## config.mk

```make
export PLATFORM = sky130hd
export DESIGN_NAME = bcd_clock_to_epoch_core
export DESIGN_NICKNAME = d
export VERILOG_FILES = /design/src/rtl/bce_pkg.sv /design/src/rtl/bce_decode.sv /design/src/rtl/bce_calendar.sv /design/src/rtl/bce_epoch.sv /design/src/rtl/bcd_clock_to_epoch_core.sv
export SDC_FILE = /design/constraint.sdc
export NUM_CORES = 1
export LEC_CHECK = 0
export BUFFER_PORTS_ARGS = -buffer_cell sky130_fd_sc_hd__clkbuf_2
export CORE_MARGIN = 2
export CORE_UTILIZATION = 62
export DETAILED_ROUTE_END_ITERATION = 8
export PLACE_DENSITY_LB_ADDON = 0.08
export SYNTH_ARGS = -nofsm -noshare
export SYNTH_HDL_FRONTEND = slang
export SYNTH_SLANG_ARGS = --single-unit
```

## constraint.sdc

```tcl
create_clock -name clk -period 8.4 [get_ports clk]
set_clock_uncertainty 0.05 [all_clocks]
set_input_delay 0.42 -clock clk [delete_from_list [all_inputs] [get_ports clk]]
set_output_delay 0.42 -clock clk [all_outputs]
set_load 0.01 [all_outputs]
```

## src/rtl/bce_pkg.sv

```systemverilog
package bce_pkg;

	localparam int EPOCH_W   = 34;
	localparam int CFG_IDX_W = 1;
	localparam int DAYS_W    = 17;

	typedef enum logic [CFG_IDX_W-1:0] {
		CFG_MIN_EPOCH = 1'b0,
		CFG_MAX_EPOCH = 1'b1
	} cfg_idx_t;

	typedef enum logic [1:0] {
		RC_OK          = 2'd0,
		RC_OSC_STOP    = 2'd1,
		RC_RANGE       = 2'd2,
		RC_IMPLAUSIBLE = 2'd3
	} rc_t;

	localparam logic [EPOCH_W-1:0] MIN_EPOCH_RST = 34'd946684800;
	localparam logic [EPOCH_W-1:0] MAX_EPOCH_RST = 34'd7258118399;

	// 1970-01-01 to 2000-01-01
	localparam logic [DAYS_W-1:0] DAYS_TO_2000 = 17'd10957;
	localparam logic [DAYS_W-1:0] SEC_PER_DAY  = 17'd86400;

	typedef struct packed {
		logic [7:0] status;
		logic [7:0] sec;
		logic [7:0] minute;
		logic [7:0] hour;
		logic [7:0] date;
		logic [7:0] mon_cent;
		logic [7:0] year;
	} snap_t;

	typedef struct packed {
		rc_t        rc;
		logic [8:0] yoff;     // years past 2000, 0..265
		logic [3:0] mon;
		logic [4:0] day;
		logic [4:0] hour;
		logic [5:0] minute;
		logic [5:0] second;
	} dec_t;

	typedef struct packed {
		rc_t              rc;
		logic [DAYS_W-1:0] days;
		logic [DAYS_W-1:0] tod;
	} cal_t;

	// Unchecked BCD: high nibble times ten plus low nibble.
	function automatic logic [7:0] bcd_dec(input logic [7:0] v);
		logic [7:0] hi;
		hi = {4'd0, v[7:4]};
		return (hi << 3) + (hi << 1) + {4'd0, v[3:0]};
	endfunction

	// Days before the first of the month in a common year.
	function automatic logic [8:0] month_start(input logic [3:0] mon);
		logic [8:0] d;
		case (mon)
			4'd1:    d = 9'd0;
			4'd2:    d = 9'd31;
			4'd3:    d = 9'd59;
			4'd4:    d = 9'd90;
			4'd5:    d = 9'd120;
			4'd6:    d = 9'd151;
			4'd7:    d = 9'd181;
			4'd8:    d = 9'd212;
			4'd9:    d = 9'd243;
			4'd10:   d = 9'd273;
			4'd11:   d = 9'd304;
			4'd12:   d = 9'd334;
			default: d = 9'd0;
		endcase
		return d;
	endfunction

endpackage

```

## src/rtl/bce_decode.sv

```systemverilog
module bce_decode (
	input  logic          clk,
	input  logic          arst_n,
	input  logic          in_valid,
	output logic          in_ready,
	input  bce_pkg::snap_t in_snap,
	output logic          out_valid,
	input  logic          out_ready,
	output bce_pkg::dec_t out_dec
);
	import bce_pkg::*;

	logic [7:0] sec_d, min_d, hour_d, day_d, mon_d, year_d;
	logic       range_bad;
	dec_t       dec;
	logic       valid_s1;
	dec_t       dec_s1;

	always_comb begin
		sec_d  = bcd_dec({1'b0, in_snap.sec[6:0]});
		min_d  = bcd_dec({1'b0, in_snap.minute[6:0]});
		hour_d = bcd_dec({2'b0, in_snap.hour[5:0]});
		day_d  = bcd_dec({2'b0, in_snap.date[5:0]});
		mon_d  = bcd_dec({3'b0, in_snap.mon_cent[4:0]});
		year_d = bcd_dec(in_snap.year);

		range_bad = (mon_d == 8'd0) || (mon_d > 8'd12) || (day_d == 8'd0) ||
			(day_d > 8'd31) || (hour_d > 8'd23) || (min_d > 8'd59) || (sec_d > 8'd59);

		// oscillator stop outranks a bad field
		if (in_snap.status[7]) begin
			dec.rc = RC_OSC_STOP;
		end else if (range_bad) begin
			dec.rc = RC_RANGE;
		end else begin
			dec.rc = RC_OK;
		end
		dec.yoff   = {1'b0, year_d} + (in_snap.mon_cent[7] ? 9'd100 : 9'd0);
		dec.mon    = mon_d[3:0];
		dec.day    = day_d[4:0];
		dec.hour   = hour_d[4:0];
		dec.minute = min_d[5:0];
		dec.second = sec_d[5:0];
	end

	assign in_ready = !valid_s1 || out_ready;

	always_ff @(posedge clk or negedge arst_n) begin
		if (!arst_n) begin
			valid_s1 <= 1'b0;
		end else if (in_ready) begin
			valid_s1 <= in_valid;
		end
	end

	always_ff @(posedge clk) begin
		if (in_ready && in_valid) begin
			dec_s1 <= dec;
		end
	end

	assign out_valid = valid_s1;
	assign out_dec   = dec_s1;

endmodule

```

## src/rtl/bce_calendar.sv

```systemverilog
module bce_calendar (
	input  logic          clk,
	input  logic          arst_n,
	input  logic          in_valid,
	output logic          in_ready,
	input  bce_pkg::dec_t in_dec,
	output logic          out_valid,
	input  logic          out_ready,
	output bce_pkg::cal_t out_cal
);
	import bce_pkg::*;

	logic [8:0]        yp3;
	logic [6:0]        leaps;
	logic              is_leap;
	logic              leap_adj;
	cal_t              cal;
	logic              valid_s2;
	cal_t              cal_s2;

	always_comb begin
		// leap days in [2000, 2000+yoff); 2100 and 2200 are common years
		yp3      = in_dec.yoff + 9'd3;
		leaps    = yp3[8:2] - 7'(in_dec.yoff > 9'd100) - 7'(in_dec.yoff > 9'd200);
		is_leap  = (in_dec.yoff[1:0] == 2'b00) && (in_dec.yoff != 9'd100) &&
			(in_dec.yoff != 9'd200);
		leap_adj = is_leap && (in_dec.mon > 4'd2);

		cal.rc   = in_dec.rc;
		cal.days = DAYS_TO_2000 + 17'(in_dec.yoff) * 17'd365 + 17'(leaps) +
			17'(month_start(in_dec.mon)) + 17'(leap_adj) + 17'(in_dec.day) - 17'd1;
		cal.tod  = 17'(in_dec.hour) * 17'd3600 + 17'(in_dec.minute) * 17'd60 +
			17'(in_dec.second);
	end

	assign in_ready = !valid_s2 || out_ready;

	always_ff @(posedge clk or negedge arst_n) begin
		if (!arst_n) begin
			valid_s2 <= 1'b0;
		end else if (in_ready) begin
			valid_s2 <= in_valid;
		end
	end

	always_ff @(posedge clk) begin
		if (in_ready && in_valid) begin
			cal_s2 <= cal;
		end
	end

	assign out_valid = valid_s2;
	assign out_cal   = cal_s2;

endmodule

```

## src/rtl/bce_epoch.sv

```systemverilog
module bce_epoch (
	input  logic                         clk,
	input  logic                         arst_n,
	input  logic                         in_valid,
	output logic                         in_ready,
	input  bce_pkg::cal_t                in_cal,
	input  logic [bce_pkg::EPOCH_W-1:0]  min_epoch,
	input  logic [bce_pkg::EPOCH_W-1:0]  max_epoch,
	output logic                         out_valid,
	input  logic                         out_ready,
	output logic [bce_pkg::EPOCH_W-1:0]  out_secs,
	output bce_pkg::rc_t                 out_rc
);
	import bce_pkg::*;

	logic               valid_s3;
	rc_t                rc_s3;
	logic [EPOCH_W-1:0] prod_s3;
	logic [DAYS_W-1:0]  tod_s3;
	logic               ready_s4;

	logic [EPOCH_W-1:0] sum;
	logic [EPOCH_W-1:0] epoch_nx;
	rc_t                rc_nx;

	logic               valid_s4;
	logic [EPOCH_W-1:0] epoch_s4;
	rc_t                rc_s4;

	// stage 3: whole days to seconds
	assign in_ready = !valid_s3 || ready_s4;

	always_ff @(posedge clk or negedge arst_n) begin
		if (!arst_n) begin
			valid_s3 <= 1'b0;
		end else if (in_ready) begin
			valid_s3 <= in_valid;
		end
	end

	always_ff @(posedge clk) begin
		if (in_ready && in_valid) begin
			rc_s3   <= in_cal.rc;
			prod_s3 <= EPOCH_W'(in_cal.days) * EPOCH_W'(SEC_PER_DAY);
			tod_s3  <= in_cal.tod;
		end
	end

	// stage 4: add time of day, window check, output register
	always_comb begin
		sum = prod_s3 + EPOCH_W'(tod_s3);
		if (rc_s3 != RC_OK) begin
			rc_nx    = rc_s3;
			epoch_nx = '0;
		end else if ((sum < min_epoch) || (sum > max_epoch)) begin
			rc_nx    = RC_IMPLAUSIBLE;
			epoch_nx = '0;
		end else begin
			rc_nx    = RC_OK;
			epoch_nx = sum;
		end
	end

	assign ready_s4 = !valid_s4 || out_ready;

	always_ff @(posedge clk or negedge arst_n) begin
		if (!arst_n) begin
			valid_s4 <= 1'b0;
		end else if (ready_s4) begin
			valid_s4 <= valid_s3;
		end
	end

	always_ff @(posedge clk) begin
		if (ready_s4 && valid_s3) begin
			epoch_s4 <= epoch_nx;
			rc_s4    <= rc_nx;
		end
	end

	assign out_valid = valid_s4;
	assign out_secs  = epoch_s4;
	assign out_rc    = rc_s4;

endmodule

```

## src/rtl/bcd_clock_to_epoch_core.sv

```systemverilog
// Throughput: one snapshot per cycle when m_tready does not stall the output;
// four register stages (decode, calendar, day scaling, add and window check),
// each holding one request.
// Reset: arst_n clears every stage valid bit at once and loads the plausibility
// window with its defaults; no clearing pass.
module bcd_clock_to_epoch_core (
	input  logic                            clk,
	input  logic                            arst_n,
	// status, seconds, minutes, hours, date, month_century, year (bits 7:0 up)
	input  logic [55:0]                     s_tdata,
	input  logic                            s_tvalid,
	output logic                            s_tready,
	// epoch_seconds [33:0], zero fill [39:34]
	output logic [39:0]                     m_tdata,
	// result_code [1:0]
	output logic [1:0]                      m_tuser,
	output logic                            m_tvalid,
	input  logic                            m_tready,
	input  logic                            cfg_valid,
	output logic                            cfg_ready,
	input  logic [bce_pkg::CFG_IDX_W-1:0]   cfg_index,
	input  logic [bce_pkg::EPOCH_W-1:0]     cfg_data
);
	import bce_pkg::*;

	logic [EPOCH_W-1:0] min_epoch_q;
	logic [EPOCH_W-1:0] max_epoch_q;

	snap_t              snap;
	logic               dec_valid, dec_ready;
	dec_t               dec;
	logic               cal_valid, cal_ready;
	cal_t               cal;
	logic [EPOCH_W-1:0] epoch;
	rc_t                rc;

	assign cfg_ready = 1'b1;

	always_ff @(posedge clk or negedge arst_n) begin
		if (!arst_n) begin
			min_epoch_q <= MIN_EPOCH_RST;
			max_epoch_q <= MAX_EPOCH_RST;
		end else if (cfg_valid && cfg_ready) begin
			case (cfg_idx_t'(cfg_index))
				CFG_MIN_EPOCH: min_epoch_q <= cfg_data;
				CFG_MAX_EPOCH: max_epoch_q <= cfg_data;
				default: ;
			endcase
		end
	end

	always_comb begin
		snap.status   = s_tdata[7:0];
		snap.sec      = s_tdata[15:8];
		snap.minute   = s_tdata[23:16];
		snap.hour     = s_tdata[31:24];
		snap.date     = s_tdata[39:32];
		snap.mon_cent = s_tdata[47:40];
		snap.year     = s_tdata[55:48];
	end

	bce_decode u_decode (
		.clk       (clk),
		.arst_n    (arst_n),
		.in_valid  (s_tvalid),
		.in_ready  (s_tready),
		.in_snap   (snap),
		.out_valid (dec_valid),
		.out_ready (dec_ready),
		.out_dec   (dec)
	);

	bce_calendar u_calendar (
		.clk       (clk),
		.arst_n    (arst_n),
		.in_valid  (dec_valid),
		.in_ready  (dec_ready),
		.in_dec    (dec),
		.out_valid (cal_valid),
		.out_ready (cal_ready),
		.out_cal   (cal)
	);

	bce_epoch u_epoch (
		.clk       (clk),
		.arst_n    (arst_n),
		.in_valid  (cal_valid),
		.in_ready  (cal_ready),
		.in_cal    (cal),
		.min_epoch (min_epoch_q),
		.max_epoch (max_epoch_q),
		.out_valid (m_tvalid),
		.out_ready (m_tready),
		.out_secs  (epoch),
		.out_rc    (rc)
	);

	assign m_tdata = {6'd0, epoch};
	assign m_tuser = rc;

endmodule

```

==> results of run 1 <==
==> metal layers <==
layer / vias up / routed length, um / share of wire / GRT usage
li1: 6128 / - / - / -
met1: 5708 / 15480 / 0.45 / 0.2961
met2: 232 / 16790 / 0.49 / 0.4043
met3: 43 / 1251 / 0.037 / 0.02494
met4: 0 / 705 / 0.021 / 0.05454
met5: - / 0 / 0 / 0
==> cells by family after synthesis <==
family | synth area share
compound gates | 0.09189
xor+xnor | 0.05476
fa+ha+maj | 0.3279
buf+inv | 0.07167
flops | 0.3537
mux | 0.02499
other cells | 0.0003979
simple gates | 0.07465
==> layout make-up <==
type,instances,share of cell area
flip-flops and latches,236,0.3195
inverters,331,0.05948
multi-input cells,1141,0.5208
well taps,390,0.02336
repair buffers,127,0.03222
clock inverters,12,0.009224
clock buffers,36,0.03540
==> worst max-delay path, delay by kind of cell (launching register included) <==
| family | cells | cell delay, ps |
|---|---|---|
| AOI/OAI and AO/OA | 6 | 1580 |
| xor gates and xnor gates | 2 | 230 |
| adders and majority gates | 9 | 3440 |
| buffers and inverters | 5 | 430 |
| DFF | 1 | 540 |
| muxes | 1 | 230 |
| and+or+nand+nor | 3 | 600 |
==> state kept, by name (all words and copies together) (netlist names), 2 cells and up, named ones only <==
register,cells
u_epoch.prod_s3,27
u_epoch.out_rc,2
u_epoch.out_secs,34
u_epoch.tod_s3,17
u_epoch.rc_s3,2
max_epoch_q,34
u_decode.out_dec,37
u_calendar.out_cal,36
min_epoch_q,34
==> cells in the final DEF (no fill, tap or decap), types with 4 or more instances in the layout <==
cell type | netlist | final
o31ai_1 | 5 | 5
nor2b_1 | 25 | 23
a211oi_1 | 8 | 8
o211ai_1 | 5 | 5
a21o_1 | 44 | 44
bufinv_16 | 0 | 4
o21bai_1 | 20 | 20
nand4_1 | 17 | 17
nand2_1 | 72 | 72
a31oi_1 | 9 | 9
nor3b_1 | 5 | 5
a21oi_1 | 84 | 84
and2_1 | 7 | 6
clkbuf_2 | 0 | 117
dfstp_2 | 31 | 31
nand2b_1 | 13 | 13
conb_1 | 2 | 7
clkbuf_16 | 0 | 27
dfrtp_1 | 41 | 41
nor3_1 | 13 | 13
xor2_1 | 44 | 44
edfxtp_1 | 155 | 155
and3_1 | 27 | 27
o21a_1 | 11 | 11
ha_1 | 325 | 325
inv_1 | 331 | 331
nor2_1 | 33 | 33
buf_4 | 7 | 5
fa_1 | 106 | 106
dfxtp_1 | 9 | 9
o21ai_0 | 69 | 69
clkbuf_1 | 11 | 6
dlygate4sd3_1 | 0 | 5
nor2b_2 | 9 | 9
nand3_1 | 26 | 26
xnor2_1 | 74 | 74
mux2_2 | 36 | 36
==> how the worst max path moves through the flow <==
stage                                               from                               end  slack [ps]  depth (start not counted)
after floorplan           u_decode.out_dec[33]$_DFFE_PP_  u_calendar.out_cal[33]$_DFFE_PP_        1790                         26
after global placement    u_decode.out_dec[33]$_DFFE_PP_  u_calendar.out_cal[33]$_DFFE_PP_        1200                         26
after detailed placement  u_decode.out_dec[33]$_DFFE_PP_  u_calendar.out_cal[33]$_DFFE_PP_        1060                         26
after CTS                 u_decode.out_dec[33]$_DFFE_PP_  u_calendar.out_cal[33]$_DFFE_PP_        1050                         26
after global routing      u_decode.out_dec[33]$_DFFE_PP_  u_calendar.out_cal[33]$_DFFE_PP_         570                         26
final                     u_decode.out_dec[33]$_DFFE_PP_  u_calendar.out_cal[33]$_DFFE_PP_        1030                         26
==> per-stage QoR <==
step	instance area [sq um]	hold WS [ps]	util	std cells	setup slack (ps)
6_report	20890	24.08	0.7011	2273	1035
5_1_grt	20890	7.913	0.7011	2273	574.3
4_1_cts	20890	0.7817	0.7011	2273	1054
3_5_place_dp	19910	354.5	0.6681	2220	1064
3_3_place_gp	19910	353.0	0.6681	2220	1196
2_1_floorplan	18890	74.41	-	1728	1792
==> results.md, run 1 <==
* Setup bufs post-CTS at 0
* All-Layer GR Usage at 0.2267
* Clock root cell: clkbuf_16
* Vias at 12110
* Clock slew seen by the registers of the worst setup and hold paths at 60 ps
* Setup TNS at 0 ps
* Worst-margin pin slew at 1104 ps
* Drt wl/cell at 15.05 um
* Commonest cells post-synth: inv_1 (331), ha_1 (325), edfxtp_1 (155), fa_1 (106), a21oi_1 (84)
* Reg2reg start: u_decode.out_dec[33]$_DFFE_PP_
* Final nets at 2390
* HP Class: in -> reg
* Final period utilization at 0.8768
* Max Slew Vio Count at 0
* Clock sink count at 236
* Cell taking the most area after synthesis: edfxtp_1
* Setup violations, final at 0
* Core area at 0.02980 sq mm
* Synthesized flop and latch total at 236
* Routability Congestion at 0.9115
* PortBufs at 118
* Sequential area share after synthesis at 0.3537
* CTS max path bufs at 3
* Post-synth top flop: edfxtp_1
* CP Launch Type: flip-flop
* FFs w/ async S/R, synth at 0.3051
* Die area at 0.03185 sq mm
* RSZ-0062 raised after global routing: no
* Filler Cell Count at 2272
* Cell with the most instances after synthesis: inv_1
* Vias in the first global route at 12490
* DRC at 0
* Post-CTS Resized at 0
* Die H at 178.5 um
* Post-synthesis cell count at 1723
* Kind of critical path: reg -> reg
* CP arrival at 7610 ps
* Rows at 63
* Post-DP HPWL at 27.48 mm
* Slew Limit Headroom at 0.2624
* Synth area leaders: edfxtp_1 (25%), ha_1 (22%), fa_1 (11%)
* Slowest cell delay on critical path at 590 ps
* Starting Density at 0.6334
* Syn avg cell area at 10.95 sq um
* Final ANT Viol Nets at 0
* Critical Path RT at 8650 ps
* Max-cap viol count at 0
* Die width at 178.5 um
* Synth top area share at 0.2466
* Critical Path Fanout Max at 7
* Hold depth at 1
* TritonCTS Buffers at 26
* Post-Syn Area at 0.01887 sq mm
* Largest net degree at the start of global routing at 73
* Multi-input logic area at 0.01088 sq mm
* ANT cells at 0
* CTS Hold Bufs at 5
* Synth-to-Final Area Change at 10.69%
* Hold endpoint: u_decode.out_dec[35]$_SDFFCE_PP1P_
* Crit-path slowest cell: o41ai_1
* Number of vias per cell at 5.328
* R2R Setup Slk at 1030 ps
* Initial antenna violation count at 0
* Synth unique cells at 66
* Drt total wl at 34.22 mm
* Synthesis Warnings at 0
* Drt pass-1 iters at 4
* Number of flops mapped to enable cells by yosys at 155
* Congestion Overflow GR at 0
* Reg2Reg Depth at 26
* Max H-tree Level at 1
* Tmin final at 7365 ps
* Run status: complete, no violations
* HP Start: s_tdata[7]
* Ports at 141
* Global-route wire length before repair at 58.34 mm
* Worst-Skew Late Latency at 540 ps
* Sequential cell area at 0.006675 sq mm
* Layout cells sized above 1 at 0.1354
* CTS tree: built
* First DRT Iteration DRCs at 507
* CP endpoint kind: flip-flop
* Reg-to-reg endpoint: u_calendar.out_cal[33]$_DFFE_PP_
* Fin. Hold Viols at 0
* Fmax at 135.8 MHz
Power of run 1 is left out: the tool's default activity adds up to more than one toggle a clock period on the data nets, which glitch-free logic cannot reach.
==> inputs of run 2 (changes only) <==
- SYNTH_HIERARCHICAL: not set -> 1
==> results.md, run 2 <==
* Run status: complete, no violations
* Post-synthesis cell count at 1684
* CTS max path bufs at 3
* Slew Limit Headroom at 0.3307
* Worst Path Buf+Inv at 6
* Crit-path slowest cell: edfxtp_1
* Slowest cell delay on critical path at 580 ps
* Vias at 12100
* Post-CTS Resized at 0
* Fmax at 146.9 MHz
* Global-route wire length before repair at 58.62 mm
* HP Class: in -> reg
* RSZ-0062 raised after global routing: no
* FFs w/ async S/R, synth at 0.3172
* ANT cells at 0
* Clock root cell: clkbuf_16
* Post-Syn Area at 0.01900 sq mm
* Post-DP HPWL at 28.08 mm
* CP arrival at 7020 ps
* Max-cap viol count at 0
* Critical Path Fanout Max at 10
* Commonest cells post-synth: ha_1 (325), inv_1 (292), edfxtp_1 (155), fa_1 (108), xnor2_1 (77)
* Clock sink count at 227
* Synthesized flop and latch total at 227
* Final ANT Viol Nets at 0
* PortBufs at 118
* Cell with the most instances after synthesis: ha_1
* Max reg flops at 37
* Drt pass-1 iters at 5
* Synth area leaders: edfxtp_1 (24%), ha_1 (21%), fa_1 (11%)
* Drt wl/cell at 15.52 um
* Die H at 179.1 um
* Setup bufs post-CTS at 0
* All-Layer GR Usage at 0.2254
* Congestion Overflow GR at 0
* Ports at 141
* Tmin final at 6806 ps
* Die width at 179.1 um
* Worst-margin pin slew at 1004 ps
* Final period utilization at 0.8102
* Largest net degree at the start of global routing at 73
* Post-synth top flop: edfxtp_1
* CTS tree: built
* Routability Congestion at 0.8491
* Setup violations, final at 0
* Vias in the first global route at 12650
* Core area at 0.03035 sq mm
* Setup TNS at 0 ps
* Number of vias per cell at 5.408
* Max Slew Vio Count at 0
* Drt total wl at 34.72 mm
* TritonCTS Buffers at 26
* Max H-tree Level at 1
* Commonest cells after routing, fill and taps aside: ha_1 (325), inv_1 (292), edfxtp_1 (155)
* Syn avg cell area at 11.28 sq um
* Clock slew seen by the registers of the worst setup and hold paths at 60 ps
* DRC at 0
* Worst-Skew Late Latency at 540 ps
* CP Launch Type: flip-flop
* Number of flops mapped to enable cells by yosys at 155
* Commonest non-fill, non-tap cell in the layout: ha_1
* Final nets at 2351
* Synth-to-Final Area Change at 9.970%
* Synth top area share at 0.2450
* First DRT Iteration DRCs at 495
* Synth unique cells at 78
* Sequential area share after synthesis at 0.3419
* Rows at 64
* Critical Path RT at 8610 ps
* Initial antenna violation count at 0
* Layout cells sized above 1 at 0.1585
* Starting Density at 0.6260
* Cell family with most CP delay: adder cells
* Kind of critical path: reg -> reg
* CP endpoint kind: flip-flop
* Synthesis Warnings at 6
* Filler Cell Count at 2300
* Fin. Hold Viols at 0
* CP dominant cell by count: inv_1
* Cell taking the most area after synthesis: edfxtp_1
* Die area at 0.03206 sq mm
==> run 2: cell type report <==
class / count / area [sq um] / area share
clock buffers: 32 / 673.1 / 0.03222
clock inverters: 16 / 211.5 / 0.01012
inverters: 292 / 1096 / 0.05246
multi-input cells: 1149 / 11270 / 0.5393
flip-flops and latches: 227 / 6495 / 0.3109
well taps: 396 / 495.5 / 0.02371
repair buffers: 126 / 655.6 / 0.03138
==> run 2: through the flow <==
step / instance area, sq um / util / instances / setup slack [ps] / hold WS, ps
floorplan: 19020 / - / 1689 / 2106 / 74.41
global placement: 19990 / 0.6586 / 2188 / 1608 / 350.4
detailed placement: 19990 / 0.6586 / 2188 / 1551 / 354.5
CTS: 20890 / 0.6884 / 2238 / 1536 / 1.849
global route: 20890 / 0.6884 / 2238 / 1171 / 3.022
finish: 20890 / 0.6884 / 2238 / 1594 / 29.01
==> run 2: cells by family (layout without fill, tap and decap cells) <==
logic type | count (synthesis) | count (layout) | synth area share
mux | 75 | 75 | 0.04511
other cells | 2 | 7 | 0.0003953
flops | 227 | 227 | 0.3419
buf+inv | 313 | 466 | 0.06618
xor+xnor | 107 | 107 | 0.04933
compound gates | 265 | 265 | 0.09681
simple gates | 262 | 262 | 0.07251
fa+ha+maj | 433 | 433 | 0.3278
==> run 2: worst paths after layout <==
| check | from | cells after the start | endpoint | slack (ps) |
|---|---|---|---|---|
| min reg2reg | u_calendar/out_cal[13]$_DFFE_PP_ | 0 | u_epoch/tod_s3[13]$_DFFE_PP_ | 360 |
| max | u_decode/out_dec[31]$_DFFE_PP_ | 26 | u_calendar/out_cal[32]$_DFFE_PP_ | 1590 |
| min | s_tdata[32] | 1 | u_decode/out_dec[17]$_DFFE_PP_ | 30 |
| min in group asynchronous | arst_n | 2 | max_epoch_q[26]$_DFFE_PN0P_ | 50 |
| max in group asynchronous | arst_n | 2 | min_epoch_q[5]$_DFFE_PN0P_ | 7630 |
| max reg2reg | u_decode/out_dec[31]$_DFFE_PP_ | 26 | u_calendar/out_cal[32]$_DFFE_PP_ | 1590 |
==> run 2: routing by layer <==
metal | vias to the layer above | global-route usage | routed length, um
li1 | 6114 | - | -
met1 | 5747 | 0.2805 | 15140
met2 | 198 | 0.4212 | 17730
met5 | - | 0 | 0
met3 | 44 | 0.02354 | 1197
met4 | 0 | 0.04776 | 647
==> run 2: repair_timing <==
item                       4_1_cts  5_1_grt
setup endpoints to repair        0        0
hold buffers                     2        0
hold endpoints to repair         2        0
Power of run 2 is left out for the same reason.
==> inputs of run 3 (changes only) <==
- CORE_UTILIZATION: 62 -> 56
- clock period: 8.4 -> 5.8 ns (I/O delays scaled with it)
==> results.md, run 3 (synthesized netlist as in run 2, its figures left out) <==
* ANT cells at 0
* Post-DP HPWL at 28.36 mm
* Clock sink count at 227
* Rows at 67
* CTS tree: built
* Worst-Skew Late Latency at 550 ps
* Kind of critical path: reg -> reg
* Max-cap viol count at 0
* RSZ-0062 raised after global routing: yes
* Run status: finished, violations left
* Ports at 141
* Tmin final at 6076 ps
* First DRT Iteration DRCs at 410
* Final period utilization at 1.048
* Max H-tree Level at 1
* Sequential cell area at 0.006495 sq mm
* Starting Density at 0.5680
* Post-route design area at 0.02230 sq mm
* Initial antenna violation count at 0
* CP endpoint kind: flip-flop
* Final ANT Viol Nets at 0
* Core area at 0.03345 sq mm
* All-Layer GR Usage at 0.2075
* Commonest non-fill, non-tap cell in the layout: ha_1
* TritonCTS Buffers at 26
* Slew Limit Headroom at 0.3384
* Largest net degree at the start of global routing at 73
* Post-route worst setup slack at -276.5 ps
* Fmax at 164.6 MHz
* Multi-input logic area at 0.01153 sq mm
* Cell Area, Placed at 0.02052 sq mm
* Die width at 188.2 um
* Final nets at 2476
* Routability Congestion at 0.8792
* Clock root cell: clkbuf_16
* Max reg flops at 37
* Layout cells sized above 1 at 0.2100
* CTS max path bufs at 3
* Filler Cell Count at 2602
* Number of vias per cell at 5.219
* Hold depth at 2
* PortBufs at 118
* Drt pass-1 iters at 7
* Setup TNS at -1850 ps
* HP Class: in -> reg
* Die H at 188.2 um
* Worst-margin pin slew at 992.4 ps
* Synth-to-Final Area Change at 17.38%
* CP Launch Type: flip-flop
* Global-route wire length before repair at 60.62 mm
* Failing checks: setup timing
* Commonest cells after routing, fill and taps aside: ha_1 (313), inv_1 (279), edfxtp_1 (155)
* Drt wl/cell at 14.91 um
* CP arrival at 6320 ps
* Pre-CTS setup slack at -384.4 ps
* DRC at 0
* Critical Path RT at 6040 ps
* Setup violations, final at 9
* Congestion Overflow GR at 0
* Drt total wl at 36.01 mm
* Max Slew Vio Count at 0
* Reg2Reg Depth at 26
* Vias in the first global route at 12940
* Vias at 12600
* Clock slew seen by the registers of the worst setup and hold paths at 70 ps
* Critical Path Fanout Max at 5
* Die area at 0.03542 sq mm
* Fin. Hold Viols at 0
run 3: changes by cell type in the layout (fill, tap and decap cells not counted), sizes merged:
cell and delta:
buf +78, clkinv +2, dlygate4sd3 +47, inv -2, clkbuf +3, clkinvlp -2, bufinv -1
run 3: critical path, cell delays in order, from the launching register on:
cell and delay (ps):
edfxtp_1 490, buf_4 190, ha_1 160, nor2b_1 120, o21ai_1 180, a21boi_2 90
fa_2 380, ha_4 180, o211ai_1 90, mux2i_1 240, xnor2_1 110, fa_1 500
inv_1 40, ha_1 270, inv_1 50, fa_1 490, inv_1 50, fa_1 470
inv_1 50, fa_1 490, inv_2 40, ha_4 170, a2111oi_4 190, o21ai_2 150
a311oi_2 340, o41ai_2 100, xor2_1 140
run 3: area by class of cell:
class	count	share of cell area
flip-flops and latches	227	0.2912
clock buffers	35	0.03338
repair buffers	251	0.07726
well taps	448	0.02513
clock inverters	13	0.007013
multi-input cells	1149	0.5168
inverters	292	0.04915
run 3: layer usage:
layer | global-route usage | part of all wire | up-vias
met5 | 0 | 0 | -
met1 | 0.2626 | 0.45 | 6009
li1 | - | - | 6350
met3 | 0.02496 | 0.029 | 52
met4 | 0.04936 | 0.021 | 0
met2 | 0.3787 | 0.50 | 192
run 3: per-stage QoR:
| stage | utilization | hold slack, ps | cells |
|---|---|---|---|
| 5_1_grt | 0.6667 | 25.23 | 2415 |
| 2_1_floorplan | - | -55.59 | 1689 |
| 3_3_place_gp | 0.6135 | 353.7 | 2292 |
| 4_1_cts | 0.6633 | 3.303 | 2408 |
| 3_5_place_dp | 0.6135 | 354.5 | 2292 |
| 6_report | 0.6667 | 28.59 | 2415 |
run 3: final timing paths:
path	from	endpoint	slack [ps]
worst max-delay path	u_decode/out_dec[32]$_DFFE_PP_	u_calendar/out_cal[32]$_DFFE_PP_	-280
worst min-delay path	s_tdata[12]	u_decode/out_dec[1]$_DFFE_PP_	30
worst max register to register	u_decode/out_dec[32]$_DFFE_PP_	u_calendar/out_cal[32]$_DFFE_PP_	-280
worst min register to register	u_calendar/out_cal[5]$_DFFE_PP_	u_epoch/tod_s3[5]$_DFFE_PP_	370
max in group asynchronous	arst_n	u_calendar/out_valid$_DFFE_PN0N_	4610
min in group asynchronous	arst_n	min_epoch_q[31]$_DFFE_PN0P_	430
run 3: repair_timing:
action                                  in CTS  in global routing
gates cloned                                 0                  0
resized for setup                           25                 15
buffers inserted                            19                  7
hold endpoints to repair                   124                  0
pin swaps                                   26                 16
hold buffers                                49                  0
endpoints found under the setup margin      10                 12
Power of run 3 is left out for the same reason.
